`src/kve_pkg.sv`:
```
`timescale 1ns / 1ps
// Shared types and helpers for the k-mer vertex entry encoder.
// No dependencies.
package kve_pkg;

  // Operation applied to every cell of the code chain together
  typedef enum logic [1:0] {
    CELL_HOLD,
    CELL_SHIFT1,   // take the neighbor one below (cell 0 takes the new code)
    CELL_UP4,      // take the neighbor four below
    CELL_DOWN4     // take the neighbor four above
  } cell_op_e;

  // Source of the next output byte
  typedef enum logic [1:0] {
    SEL_SEQ,
    SEL_COV,
    SEL_EDGE
  } byte_sel_e;

  typedef enum logic [2:0] {
    ST_COLLECT,
    ST_ALIGN,
    ST_SEQ,
    ST_COV,
    ST_EDGE
  } state_e;

  typedef struct packed {
    cell_op_e  op;
    byte_sel_e sel;
    logic      load;   // write the output register this cycle
    logic      last;   // byte being loaded ends the entry
  } ctl_t;

  localparam logic [7:0] AsciiC = 8'h43;
  localparam logic [7:0] AsciiG = 8'h47;
  localparam logic [7:0] AsciiT = 8'h54;

  // Unknown letters map to A
  function automatic logic [1:0] letter_to_code(input logic [7:0] s);
    logic [1:0] c;
    case (s)
      AsciiC:  c = 2'd1;
      AsciiG:  c = 2'd2;
      AsciiT:  c = 2'd3;
      default: c = 2'd0;
    endcase
    return c;
  endfunction

  function automatic logic [3:0] reverse_nibble(input logic [3:0] n);
    return {n[0], n[1], n[2], n[3]};
  endfunction

endpackage

```
`src/kmer_vertex_entry_encoder.sv`:
```
`timescale 1ns / 1ps
// Top level of the k-mer vertex entry encoder: cell chain and output register.
// Depends on kve_pkg, kve_cell and kve_ctrl.
//
// Usage:
//   s_axis carries one ASCII nucleotide per request; tlast marks the final
//   symbol of a vertex and that request also carries coverage, edge flags
//   and the twin mode (tuser). Symbols past MAX_K are dropped, unknown
//   letters count as A.
//   m_axis returns the packed entry one byte per request: ceil(n/4)
//   sequence bytes, four little-endian coverage bytes, then the edge byte
//   with tlast set.
//   Throughput: one symbol per cycle while collecting. After the final
//   symbol the input is closed until the edge byte enters the output
//   register. Codes enter a shift chain at cell 0, so a twin entry reads
//   out from the bottom at once; a plain entry first shifts the chain up by
//   g = NCELL - n cells (NCELL = MAX_K rounded up to a multiple of four),
//   four cells per step while at least four remain, then one per step. Then
//   ceil(n/4) + 5 bytes leave, one per cycle when the receiver takes them.
//   A receiver stall holds the output byte and freezes the byte states; the
//   next vertex may start streaming while the last byte still waits.
//   Reset (rst_ni low, asynchronous) empties the output register and clears
//   the symbol count; chain contents need no reset.
module kmer_vertex_entry_encoder #(
  parameter int MAX_K = 32
) (
  input  logic        clk_i,
  input  logic        rst_ni,
  input  logic        s_axis_tvalid,
  output logic        s_axis_tready,
  input  logic [47:0] s_axis_tdata,   // symbol[7:0], coverage[39:8], edge_flags[47:40]
  input  logic        s_axis_tlast,   // last_symbol
  input  logic        s_axis_tuser,   // mode
  output logic        m_axis_tvalid,
  input  logic        m_axis_tready,
  output logic [7:0]  m_axis_tdata,   // out_byte[7:0]
  output logic        m_axis_tlast    // last_byte
);
  import kve_pkg::*;

  localparam int NCELL = ((MAX_K + 3) / 4) * 4;
  localparam int CW    = $clog2(NCELL + 1);

  logic          s_fire;
  logic          out_free;
  ctl_t          ctl;
  logic [CW-1:0] rem;
  logic [1:0]    cov_idx;
  logic          twin;
  logic [1:0]    new_code;
  logic [1:0]    cells [NCELL];

  logic [31:0]   coverage_q;
  logic [7:0]    edges_q;
  logic [7:0]    seq_byte;
  logic [7:0]    byte_d;
  logic          out_valid_q;
  logic [7:0]    out_byte_q;
  logic          out_last_q;

  assign s_fire   = s_axis_tvalid && s_axis_tready;
  assign out_free = !out_valid_q || m_axis_tready;
  assign new_code = letter_to_code(s_axis_tdata[7:0]);

  kve_ctrl #(
    .MAX_K(MAX_K),
    .NCELL(NCELL)
  ) u_ctrl (
    .clk_i      (clk_i),
    .rst_ni     (rst_ni),
    .s_fire_i   (s_fire),
    .s_last_i   (s_axis_tlast),
    .s_mode_i   (s_axis_tuser),
    .out_free_i (out_free),
    .s_ready_o  (s_axis_tready),
    .ctl_o      (ctl),
    .rem_o      (rem),
    .cov_idx_o  (cov_idx),
    .twin_o     (twin)
  );

  // Code chain: cell 0 holds the newest symbol
  for (genvar j = 0; j < NCELL; j++) begin : g_cell
    logic [1:0] p1, p4, n4;
    if (j == 0) begin : g_p1_in
      assign p1 = new_code;
    end else begin : g_p1_nb
      assign p1 = cells[j-1];
    end
    if (j < 4) begin : g_p4_zero
      assign p4 = 2'd0;
    end else begin : g_p4_nb
      assign p4 = cells[j-4];
    end
    if (j + 4 >= NCELL) begin : g_n4_zero
      assign n4 = 2'd0;
    end else begin : g_n4_nb
      assign n4 = cells[j+4];
    end
    kve_cell u_cell (
      .clk_i   (clk_i),
      .op_i    (ctl.op),
      .prev1_i (p1),
      .prev4_i (p4),
      .next4_i (n4),
      .code_o  (cells[j])
    );
  end

  // Plain entry reads the top four cells, twin reads the bottom four
  // complemented; pairs past the symbol count are zero.
  always_comb begin
    seq_byte = '0;
    for (int j = 0; j < 4; j++) begin
      if (CW'(j) < rem) begin
        seq_byte[2*j +: 2] = twin ? ~cells[j] : cells[NCELL-1-j];
      end
    end
  end

  always_comb begin
    case (ctl.sel)
      SEL_SEQ:  byte_d = seq_byte;
      SEL_COV:  byte_d = coverage_q[8*cov_idx +: 8];
      SEL_EDGE: byte_d = edges_q;
      default:  byte_d = '0;
    endcase
  end

  // Vertex trailer, twin swaps parents and children with complemented index
  always_ff @(posedge clk_i) begin
    if (s_fire && s_axis_tlast) begin
      coverage_q <= s_axis_tdata[39:8];
      if (s_axis_tuser) begin
        edges_q <= {reverse_nibble(s_axis_tdata[43:40]),
                    reverse_nibble(s_axis_tdata[47:44])};
      end else begin
        edges_q <= s_axis_tdata[47:40];
      end
    end
  end

  always_ff @(posedge clk_i or negedge rst_ni) begin
    if (!rst_ni) begin
      out_valid_q <= 1'b0;
    end else if (ctl.load) begin
      out_valid_q <= 1'b1;
    end else if (m_axis_tready) begin
      out_valid_q <= 1'b0;
    end
  end

  always_ff @(posedge clk_i) begin
    if (ctl.load) begin
      out_byte_q <= byte_d;
      out_last_q <= ctl.last;
    end
  end

  assign m_axis_tvalid = out_valid_q;
  assign m_axis_tdata  = out_byte_q;
  assign m_axis_tlast  = out_last_q;

`ifndef SYNTHESIS
  a_no_overwrite : assert property (@(posedge clk_i) disable iff (!rst_ni)
    ctl.load |-> !out_valid_q || m_axis_tready)
    else $error("output byte overwritten while stalled");
  a_closed_in_entry : assert property (@(posedge clk_i) disable iff (!rst_ni)
    ctl.load && !ctl.last |-> !s_axis_tready)
    else $error("input open while entry bytes remain");
  a_last_is_edge : assert property (@(posedge clk_i) disable iff (!rst_ni)
    ctl.load |-> (ctl.last == (ctl.sel == SEL_EDGE)))
    else $error("last flag not on the edge byte");
`endif

endmodule

```
`src/kve_cell.sv`:
```
`timescale 1ns / 1ps
// One cell of the nucleotide code chain: holds a 2-bit code.
// Depends on kve_pkg.
module kve_cell (
  input  logic               clk_i,
  input  kve_pkg::cell_op_e  op_i,
  input  logic [1:0]         prev1_i,
  input  logic [1:0]         prev4_i,
  input  logic [1:0]         next4_i,
  output logic [1:0]         code_o
);
  import kve_pkg::*;

  logic [1:0] code_q, code_d;

  always_comb begin
    case (op_i)
      CELL_SHIFT1: code_d = prev1_i;
      CELL_UP4:    code_d = prev4_i;
      CELL_DOWN4:  code_d = next4_i;
      default:     code_d = code_q;
    endcase
  end

  always_ff @(posedge clk_i) begin
    code_q <= code_d;
  end

  assign code_o = code_q;

endmodule

```
`src/kve_ctrl.sv`:
```
`timescale 1ns / 1ps
// Sequencer: symbol count, chain alignment and entry byte ordering.
// Depends on kve_pkg.
module kve_ctrl #(
  parameter int MAX_K = 32,
  parameter int NCELL = 32
) (
  input  logic                        clk_i,
  input  logic                        rst_ni,
  input  logic                        s_fire_i,
  input  logic                        s_last_i,
  input  logic                        s_mode_i,
  input  logic                        out_free_i,
  output logic                        s_ready_o,
  output kve_pkg::ctl_t               ctl_o,
  output logic [$clog2(NCELL+1)-1:0]  rem_o,
  output logic [1:0]                  cov_idx_o,
  output logic                        twin_o
);
  import kve_pkg::*;

  localparam int CW = $clog2(NCELL + 1);

  state_e        state_q, state_d;
  logic [CW-1:0] count_q, count_d;
  logic [CW-1:0] rem_q, rem_d;
  logic [CW-1:0] gap_q, gap_d;
  logic [1:0]    cov_idx_q, cov_idx_d;
  logic          twin_q, twin_d;
  logic          store;
  logic [CW-1:0] n_next;

  assign s_ready_o = (state_q == ST_COLLECT);
  assign store     = s_fire_i && (count_q < CW'(MAX_K));
  assign n_next    = store ? count_q + CW'(1) : count_q;

  always_comb begin
    state_d   = state_q;
    count_d   = count_q;
    rem_d     = rem_q;
    gap_d     = gap_q;
    cov_idx_d = cov_idx_q;
    twin_d    = twin_q;
    ctl_o     = '{op: CELL_HOLD, sel: SEL_SEQ, load: 1'b0, last: 1'b0};

    case (state_q)
      ST_COLLECT: begin
        if (store) begin
          ctl_o.op = CELL_SHIFT1;
        end
        if (s_fire_i) begin
          count_d = n_next;
          if (s_last_i) begin
            count_d = '0;
            rem_d   = n_next;
            twin_d  = s_mode_i;
            gap_d   = CW'(NCELL) - n_next;
            if (s_mode_i || (CW'(NCELL) == n_next)) begin
              state_d = ST_SEQ;
            end else begin
              state_d = ST_ALIGN;
            end
          end
        end
      end
      ST_ALIGN: begin
        // bring the first symbol up to the top cell
        if (gap_q >= CW'(4)) begin
          ctl_o.op = CELL_UP4;
          gap_d    = gap_q - CW'(4);
        end else begin
          ctl_o.op = CELL_SHIFT1;
          gap_d    = gap_q - CW'(1);
        end
        if (gap_d == '0) begin
          state_d = ST_SEQ;
        end
      end
      ST_SEQ: begin
        ctl_o.sel = SEL_SEQ;
        if (out_free_i) begin
          ctl_o.load = 1'b1;
          ctl_o.op   = twin_q ? CELL_DOWN4 : CELL_UP4;
          rem_d      = (rem_q > CW'(4)) ? rem_q - CW'(4) : '0;
          if (rem_q <= CW'(4)) begin
            state_d   = ST_COV;
            cov_idx_d = '0;
          end
        end
      end
      ST_COV: begin
        ctl_o.sel = SEL_COV;
        if (out_free_i) begin
          ctl_o.load = 1'b1;
          cov_idx_d  = cov_idx_q + 2'd1;
          if (cov_idx_q == 2'd3) begin
            state_d = ST_EDGE;
          end
        end
      end
      ST_EDGE: begin
        ctl_o.sel = SEL_EDGE;
        if (out_free_i) begin
          ctl_o.load = 1'b1;
          ctl_o.last = 1'b1;
          state_d    = ST_COLLECT;
        end
      end
      default: begin
        state_d = ST_COLLECT;
      end
    endcase
  end

  always_ff @(posedge clk_i or negedge rst_ni) begin
    if (!rst_ni) begin
      state_q   <= ST_COLLECT;
      count_q   <= '0;
      rem_q     <= '0;
      gap_q     <= '0;
      cov_idx_q <= '0;
      twin_q    <= 1'b0;
    end else begin
      state_q   <= state_d;
      count_q   <= count_d;
      rem_q     <= rem_d;
      gap_q     <= gap_d;
      cov_idx_q <= cov_idx_d;
      twin_q    <= twin_d;
    end
  end

  assign rem_o     = rem_q;
  assign cov_idx_o = cov_idx_q;
  assign twin_o    = twin_q;

`ifndef SYNTHESIS
  a_count_max : assert property (@(posedge clk_i) disable iff (!rst_ni)
    count_q <= CW'(MAX_K))
    else $error("symbol count above MAX_K");
  a_seq_rem : assert property (@(posedge clk_i) disable iff (!rst_ni)
    (state_q == ST_SEQ) |-> (rem_q != '0))
    else $error("sequence byte with no symbols left");
  a_align_gap : assert property (@(posedge clk_i) disable iff (!rst_ni)
    (state_q == ST_ALIGN) |-> (gap_q != '0) && !twin_q)
    else $error("alignment with nothing to shift");
  a_edge_done : assert property (@(posedge clk_i) disable iff (!rst_ni)
    (state_q == ST_EDGE) && out_free_i |=> (state_q == ST_COLLECT) && (count_q == '0))
    else $error("entry end did not return to collecting");
`endif

endmodule
```
`config.mk`:
```
export PLATFORM = sky130hd
export DESIGN_NAME = kmer_vertex_entry_encoder
export DESIGN_NICKNAME = d
export VERILOG_FILES = /design/src/kve_pkg.sv /design/src/kmer_vertex_entry_encoder.sv /design/src/kve_cell.sv /design/src/kve_ctrl.sv
export SDC_FILE = /design/constraint.sdc
export NUM_CORES = 1
export LEC_CHECK = 0
export BUFFER_PORTS_ARGS = -buffer_cell sky130_fd_sc_hd__buf_2
export CELL_PAD_IN_SITES_DETAIL_PLACEMENT = 1
export CELL_PAD_IN_SITES_GLOBAL_PLACEMENT = 1
export CORE_ASPECT_RATIO = 0.5
export CORE_MARGIN = 1
export CORE_UTILIZATION = 50
export CTS_BUF_LIST = sky130_fd_sc_hd__clkbuf_8
export CTS_CLUSTER_SIZE = 16
export DETAILED_ROUTE_END_ITERATION = 6
export GPL_TIMING_DRIVEN = 1
export PLACE_DENSITY = 0.85
export SLEW_MARGIN = 20
export SYNTH_ARGS = -nofsm -noshare
export SYNTH_HDL_FRONTEND = slang
export SYNTH_HIERARCHICAL = 1
export SYNTH_SLANG_ARGS = --single-unit
```
`constraint.sdc`:
```
create_clock -name clk_i -period 12.32 [get_ports clk_i]
set_input_delay 2.464 -clock clk_i [delete_from_list [all_inputs] [get_ports clk_i]]
set_output_delay 2.464 -clock clk_i [all_outputs]
set_load 0.01 [all_outputs]
```
==> impl_metrics.ini, run 1 <==
[outcome]
status = complete, no violations

[clocking]
clk_latency_ns = 0.46
ctsHoldBuffers = 0
cts_inserted_buffers = 17
cts_tree = built
post_cts_buffers = 0
clk_pin_slew_ns = 0.08
cts_buffer_depth = 2
cts_sinks = 138
ctsResizeCount = 0
cts_root_buf = clkbuf_8
cts.htree.levels = 4

[cells_and_area]
post_layout_nonfiller_instances = 938
fin_nets = 790
antenna_cells = 0
synthToLayoutAreaGrowth_pct = 12.8
finalInstanceArea_um2 = 8400
nFillCells = 1552
drive_above_1_share_pct = 20.9

[route]
vias_per_cell = 5.96
route.vias.total = 5590
ant_nets = 0
firstDrtPassIters = 5
wl_per_cell_um = 21.7
drt_iter0_drc = 491
wl_um = 20300
drc = 0

[synth]
synthFlopType = edfxtp_1
ys_ff_latch = 138
synth_adder_area_share_pct = 1.51
synth_cell_type_count = 71
yosys.area_share.simple_pct = 15.2
syn_area_um2 = 7450
syn-mean-instance-area_um2 = 11.6
synth_top_family_by_area = simple AND/OR/NAND/NOR gates
synth_compound_area_share_pct = 13.1
synth-seq-area-share_pct = 53.9
synthCells = 643
synth-xor-area-share_pct = 1.06
muxShareOfSynthArea_pct = 12.8
async_flop_share_pct = 18.1
synth_edf_count = 113
ys.warnings.count = 6

[pwr]
power_frac_comb_pct = 46.1
seq_power_share_pct = 39.7
swShare_pct = 43.2
p_int_w = 0.00149
vdd_drop_max_uv = 140
leakagePower_nw = 3.10
powerDensity_nw_per_um2 = 312
p_sw_w = 0.00113
clock_power_share_pct = 14.3

[grt]
grt_max_degree = 104
grt_pass1_wl_um = 31500
antenna_found_initial = 0
grt_usage_pct = 27.2
grt_overflow = 0
grt_pass1_vias = 5727

[floorplanning]
rows = 31
dieHeight_um = 88.3
initial_core_util_pct = 51.4
core_area_um2 = 14500
die_area_um2 = 15400
die_w_um = 175
io-pin-count = 65

[setup_path]
reg2reg_from = u_ctrl/state_q[1]$_DFFE_PN0P_
crit_required_ns = 12.47
cpMaxStageDelayCell = buf_4
rr_worst_depth = 9
endpoint = g_cell[8].u_cell/code_o[1]$_DFFE_PP_
crit_fanout = 62
critPathMaxStageDelay_ns = 0.65
startpoint_type = input pin
r2r_setup_slack_ns = 8.31
crit_chain = buf_2 -> and2_1 -> nor2b_4 -> a32oi_1 -> o21ai_4 -> buf_16 -> buf_4 -> mux2i_1 -> a21oi_1
crit_path_start = s_axis_tvalid
criticalPathCategory = in -> reg
cp-end-kind = register
crit_arrival_ns = 5.01
r2r-end = g_cell[8].u_cell/code_o[1]$_DFFE_PP_

[run]
cap_violations = 0

[placed_design]
gp_congestion = 0.890
port_buffers = 64
place_area_um2 = 7990
numPlacedInstances = 905
dp_hpwl_um = 14200

[sta]
setup_tns_ns = 0
fin_crit_ns = 4.85
slew_headroom_pct = 34.1
max_slew.worst_pin.slew_ns = 0.988
slew_viol_final = 0
period_share_pct = 39.4
finalHoldViolCount = 0
rsz0062_at_grt = false
skew_ns = 0.0166
finalSetupViolCount = 0
clock.fmax_ghz = 0.206

[worst_hold_path]
hp-class = reg -> reg
[synth_stat cells, drive strengths merged, types with 5 or more instances]
master   number  area share (%)
and2         10            0.84
nor2b         7            0.69
mux4          6             1.8
o2111ai       5            0.59
buf          10             1.1
o211ai        6            0.60
or3           6            0.57
dfrtp        25             8.4
nand3         9            0.60
xnor2         5            0.59
mux2i        68             9.1
or2          33             2.8
mux2         12             1.8
and3          5            0.44
nor3          5            0.34
edfxtp      113              46
o21ai        23             1.5
o221ai        7            0.82
inv          14            0.71
a21oi        76             5.1
clkbuf        6            0.44
nand2b       11            0.92
o31ai         5            0.69
nand2        34             1.7
ha            9             1.5
nor2         78             3.9
[cell families after synthesis]
family                     after synthesis
buffers and inverters                   31
adders and majority gates                9
and+or+nand+nor                        216
other                                    1
muxes                                   86
DFF                                    138
xor gates and xnor gates                 9
AOI/OAI and AO/OA                      153
[worst min path at each step]
stage               slack [ns]                        start                           to  depth (start not counted)
floorplan                 0.47  u_ctrl/gap_q[3]$_DFFE_PN0P_  u_ctrl/gap_q[3]$_DFFE_PN0P_                          2
global placement          0.50  u_ctrl/gap_q[3]$_DFFE_PN0P_  u_ctrl/gap_q[3]$_DFFE_PN0P_                          2
detailed placement        0.53         edges_q[6]$_DFFE_PP_    m_axis_tdata[6]$_DFFE_PP_                          2
CTS                       0.55         edges_q[6]$_DFFE_PP_    m_axis_tdata[6]$_DFFE_PP_                          2
global route              0.58         edges_q[7]$_DFFE_PP_    m_axis_tdata[7]$_DFFE_PP_                          2
finish                    0.55         edges_q[6]$_DFFE_PP_    m_axis_tdata[6]$_DFFE_PP_                          2
[layout make-up]
class	count	area [µm²]	share of cell area [%]
sequential	138	4020	47.8
multi-input combinational	489	3330	39.7
clock inverter	15	153	1.82
clock buffer	17	234	2.78
timing repair buffer	67	363	4.32
inverter	14	52.6	0.625
tap	198	248	2.95
[registers in the layout, summed over array words and instances (netlist names)]
register	cells
m_axis_tdata	8
u_ctrl/gap_q	6
u_ctrl/count_q	6
g_cell.u_cell/code_o	64
m_axis_tlast	1
coverage_q	32
u_ctrl/twin_o	1
u_ctrl/cov_idx_o	2
u_ctrl/rem_o	6
m_axis_tvalid	1
u_ctrl/state_q	3
edges_q	8
[through the flow]
| stage | setup WS (ns) | hold WS (ns) | total power, W | utilization (%) |
|---|---|---|---|---|
| 2_1_floorplan | 2.66 | 0.471 | 0.00199 | - |
| 3_5_place_dp | 7.01 | 0.533 | 0.00220 | 55.1 |
| 5_1_grt | 7.34 | 0.581 | 0.00276 | 57.9 |
| 6_report | 7.47 | 0.554 | 0.00262 | 57.9 |
| 3_3_place_gp | 7.18 | 0.498 | 0.00211 | 55.1 |
| 4_1_cts | 7.45 | 0.552 | 0.00260 | 57.7 |
[cell usage in the layout (no fill, tap or decap), types with 3 or more instances in the layout]
cell / instances
edfxtp_1: 113
nor2_1: 78
a21oi_1: 76
mux2i_1: 68
buf_2: 64
nand2_1: 34
or2_2: 33
dfrtp_1: 25
o21ai_0: 20
clkbuf_8: 17
conb_1: 16
inv_1: 15
nand2b_1: 11
and2_1: 10
nand3_1: 9
mux2_1: 9
ha_1: 9
o221ai_1: 7
mux4_2: 6
nor2b_1: 6
o211ai_1: 6
or3_1: 5
o2111ai_1: 5
nor3_1: 5
xnor2_1: 5
nand3b_1: 4
xor2_1: 4
a211oi_1: 4
o31ai_1: 4
and3_1: 3
mux2_2: 3
nor3b_1: 3
clkinvlp_4: 3
clkinv_4: 3
inv_6: 3
a21boi_1: 3
[per-layer routing]
metal / track usage, % / up-vias / share of wire, %
met2: 47.5 / 172 / 50
met5: 0 / - / 0
li1: - / 2580 / -
met4: 10.5 / 0 / 2.3
met1: 34.3 / 2791 / 43
met3: 5.33 / 47 / 4.6
[worst max-delay path, delay by kind of cell]
family / cells / cell delay [ns]
multiplexers: 1 / 0.29
buffers and inverters: 3 / 0.97
AO/OA/AOI/OAI: 3 / 0.55
AND/OR/NAND/NOR: 2 / 0.65
[power groups by stage]
stage                     clock network [W]  registers, W  logic, W
after floorplan                           0      0.000938   0.00105
after global placement                    0       0.00103   0.00107
after detailed placement                  0       0.00104   0.00116
after CTS                          0.000377       0.00104   0.00119
after global routing               0.000393       0.00106   0.00131
final                              0.000374       0.00104   0.00121
No activity file was read; power rests on OpenSTA's default activity.
==> run 2, diff against run 1 <==
Settings changed: ABC_AREA set to 1, CORE_UTILIZATION 50 to 47, PLACE_DENSITY 0.85 to 0.86.
Clock period 12.32 ns to 4.5 ns, I/O delays scaled along.
==> run 2 against run 1 <==
Against the previous run: die area is 8.8% higher; worst hold slack worse by 0.11 ns; critical path depth is 3 higher; combinational power grew to 3.0 times the previous value; flip-flop and latch count stayed put; clock-buffer cell count stayed put; clock skew is 0.0053 ns lower; register-to-register slack worse by 6.8 ns.
==> impl_metrics.ini, run 2 <==
[synth]
synthFlopType = edfxtp_1
synth_cell_type_count = 38
synth_adder_area_share_pct = 1.48
syn-mean-instance-area_um2 = 8.32
synthTopCellsByCount = 246 x nand2_1, 243 x nand3_1, 113 x edfxtp_1, 98 x inv_1
synth_area_leaders = edfxtp_1 44%, nand3_1 16%, nand2_1 12%, dfrtp_1 8.2%, inv_1 4.8%
ys.warnings.count = 6
synth-xor-area-share_pct = 0.443
synth_edf_count = 113
async_flop_share_pct = 18.1
synthCells = 917
synth_top_area_share_pct = 44.5
ys_ff_latch = 138
synth.largest_area_cell = edfxtp_1
synth_top_family_by_area = simple AND/OR/NAND/NOR gates
synth-seq-area-share_pct = 52.7
synth_compound_area_share_pct = 4.22
syn_area_um2 = 7630
muxShareOfSynthArea_pct = 0.131
yosysMostFrequentCell = nand2_1
yosys.area_share.simple_pct = 33.4

[setup_path]
crit_required_ns = 4.70
crit_fanout = 31
r2r_setup_slack_ns = 1.47
critPathMaxStageDelay_ns = 0.51
path_delay_family = buffers and inverters
cp-end-kind = register
reg2reg_from = u_ctrl/state_q[1]$_DFFE_PN0P_
cp.depth = 12
crit_chain = nor2_4 -> nand2_4 -> inv_1 -> nand2_1 -> inv_1 -> nand2_2 -> o221ai_4 -> buf_16 -> buf_4 -> inv_1 -> nand3_1 -> nand3_1
r2r-end = g_cell[4].u_cell/code_o[1]$_DFFE_PP_
crit_path_frequent_cell = inv_1
rr_worst_depth = 12
crit_arrival_ns = 3.23
startpoint_type = register
criticalPathCategory = reg -> reg
cpMaxStageDelayCell = dfrtp_1
crit_buf_inv = 5

[route]
route.vias.total = 6899
drt_iter0_drc = 497
vias_per_cell = 5.60
wl_per_cell_um = 18.1
firstDrtPassIters = 5
wl_um = 22300
ant_nets = 0
drc = 0

[floorplanning]
dieHeight_um = 92.1
initial_core_util_pct = 48.9
die_area_um2 = 16800
io-pin-count = 65
die_w_um = 182
core_area_um2 = 15600
rows = 32

[grt]
grt_usage_pct = 27.1
met3_usage_pct = 4.29
grt_overflow = 0
grt_pass1_vias = 7070
grt.busiest_layer = met2
grt_max_degree = 119
grt_pass1_wl_um = 35200
use_met2_pct = 47.8
grtUsageMet1_pct = 34.3
antenna_found_initial = 0

[pwr]
p_sw_w = 0.00368
seq_power_share_pct = 37.1
powerDensity_nw_per_um2 = 868
vdd_drop_max_uv = 549
swShare_pct = 48.4
clock_power_share_pct = 14.4
power_frac_comb_pct = 48.5
leakagePower_nw = 3.93
p_int_w = 0.00393
p_total_w = 0.00762

[clocking]
post_cts_buffers = 0
ctsHoldBuffers = 0
cts_tree = built
ctsResizeCount = 0
cts_buffer_depth = 2
cts.htree.levels = 4
cts_sinks = 138
cts_inserted_buffers = 17
cts_root_buf = clkbuf_8
clk_latency_ns = 0.46
clk_pin_slew_ns = 0.10

[sta]
clock.fmax_ghz = 0.330
setup_tns_ns = 0
fin_crit_ns = 3.03
max_slew.worst_pin.slew_ns = 0.782
skew_ns = 0.0113
rsz0062_at_grt = false
finalSetupViolCount = 0
worst_slack_ns = 1.47
period_share_pct = 67.2
slew_viol_final = 0
slew_headroom_pct = 47.9
finalHoldViolCount = 0

[cells_and_area]
antenna_cells = 0
largest_reg_flops = 64
final_cell_mix = 246 x nand2_1, 243 x nand3_1, 113 x edfxtp_1
synthToLayoutAreaGrowth_pct = 15.0
final_common_cell = nand2_1
fin_nets = 1079
drive_above_1_share_pct = 16.9
finalInstanceArea_um2 = 8770

[run]
cap_violations = 0

[placed_design]
place_area_um2 = 8280
gp_congestion = 0.894
dp_hpwl_um = 15900
port_buffers = 64
pre_cts_slack_ns = 1.15

[outcome]
status = complete, no violations

[worst_hold_path]
hp-class = in -> async
## run 2: routing by layer
layer	part of all wire, %	up-vias	routed length, µm
li1	-	3271	-
met1	44	3400	9720
met2	50	188	11100
met3	4.8	40	1070
met4	1.8	0	396
met5	0	-	0
## run 2: final cells by class
class	count	area, µm²
Multi-Input combinational cell	649	3120
Clock buffer	17	234
Clock inverter	15	180
Inverter	139	527
Fill cell	1925	6840
Timing Repair Buffer	71	438
Sequential cell	138	4020
Tap cell	204	255
## run 2: logic make-up (layout without fill, tap and decap cells)
logic type / Yosys count / after routing
xor gates and xnor gates: 3 / 3
and+or+nand+nor: 563 / 563
DFF: 138 / 138
muxes: 1 / 1
adders and majority gates: 9 / 9
buffers and inverters: 145 / 242
other: 1 / 16
AOI/OAI and AO/OA: 57 / 57
## run 2: how the worst max path moves through the flow
| stage | from | to | slack [ns] |
|---|---|---|---|
| finish | u_ctrl/state_q[1]$_DFFE_PN0P_ | g_cell[4].u_cell/code_o[1]$_DFFE_PP_ | 1.47 |
| global route | u_ctrl/state_q[1]$_DFFE_PN0P_ | g_cell[30].u_cell/code_o[0]$_DFFE_PP_ | 1.27 |
| CTS | u_ctrl/state_q[1]$_DFFE_PN0P_ | g_cell[27].u_cell/code_o[1]$_DFFE_PP_ | 1.10 |
| detailed placement | s_axis_tvalid | g_cell[29].u_cell/code_o[0]$_DFFE_PP_ | 1.15 |
| global placement | s_axis_tvalid | g_cell[31].u_cell/code_o[1]$_DFFE_PP_ | 1.28 |
| floorplan | s_axis_tvalid | g_cell[0].u_cell/code_o[0]$_DFFE_PP_ | 0.62 |
## run 2: power by group through the flow
stage                     sequential [W]  clock (W)  combinational (W)
after floorplan                  0.00259          0            0.00275
after global placement           0.00282          0            0.00323
after detailed placement         0.00284          0            0.00351
after CTS                        0.00282    0.00110            0.00356
after global routing             0.00288    0.00115            0.00412
final                            0.00283    0.00109            0.00369
## run 2: stage by stage
stage	instances	utilization, %	hold slack (ns)
after floorplan	932	-	0.476
after global placement	1198	53.1	0.526
after detailed placement	1198	53.1	0.538
after CTS	1230	55.7	0.443
after global routing	1233	56.2	0.461
final	1233	56.2	0.440
## run 2: worst reg2reg max path: stages (launching register included)
cell	delay, ns
dfrtp_1	0.51
nor2_4	0.23
nand2_4	0.12
inv_1	0.13
nand2_1	0.12
inv_1	0.17
nand2_2	0.16
o221ai_4	0.50
buf_16	0.25
buf_4	0.30
inv_1	0.13
nand3_1	0.09
nand3_1	0.08
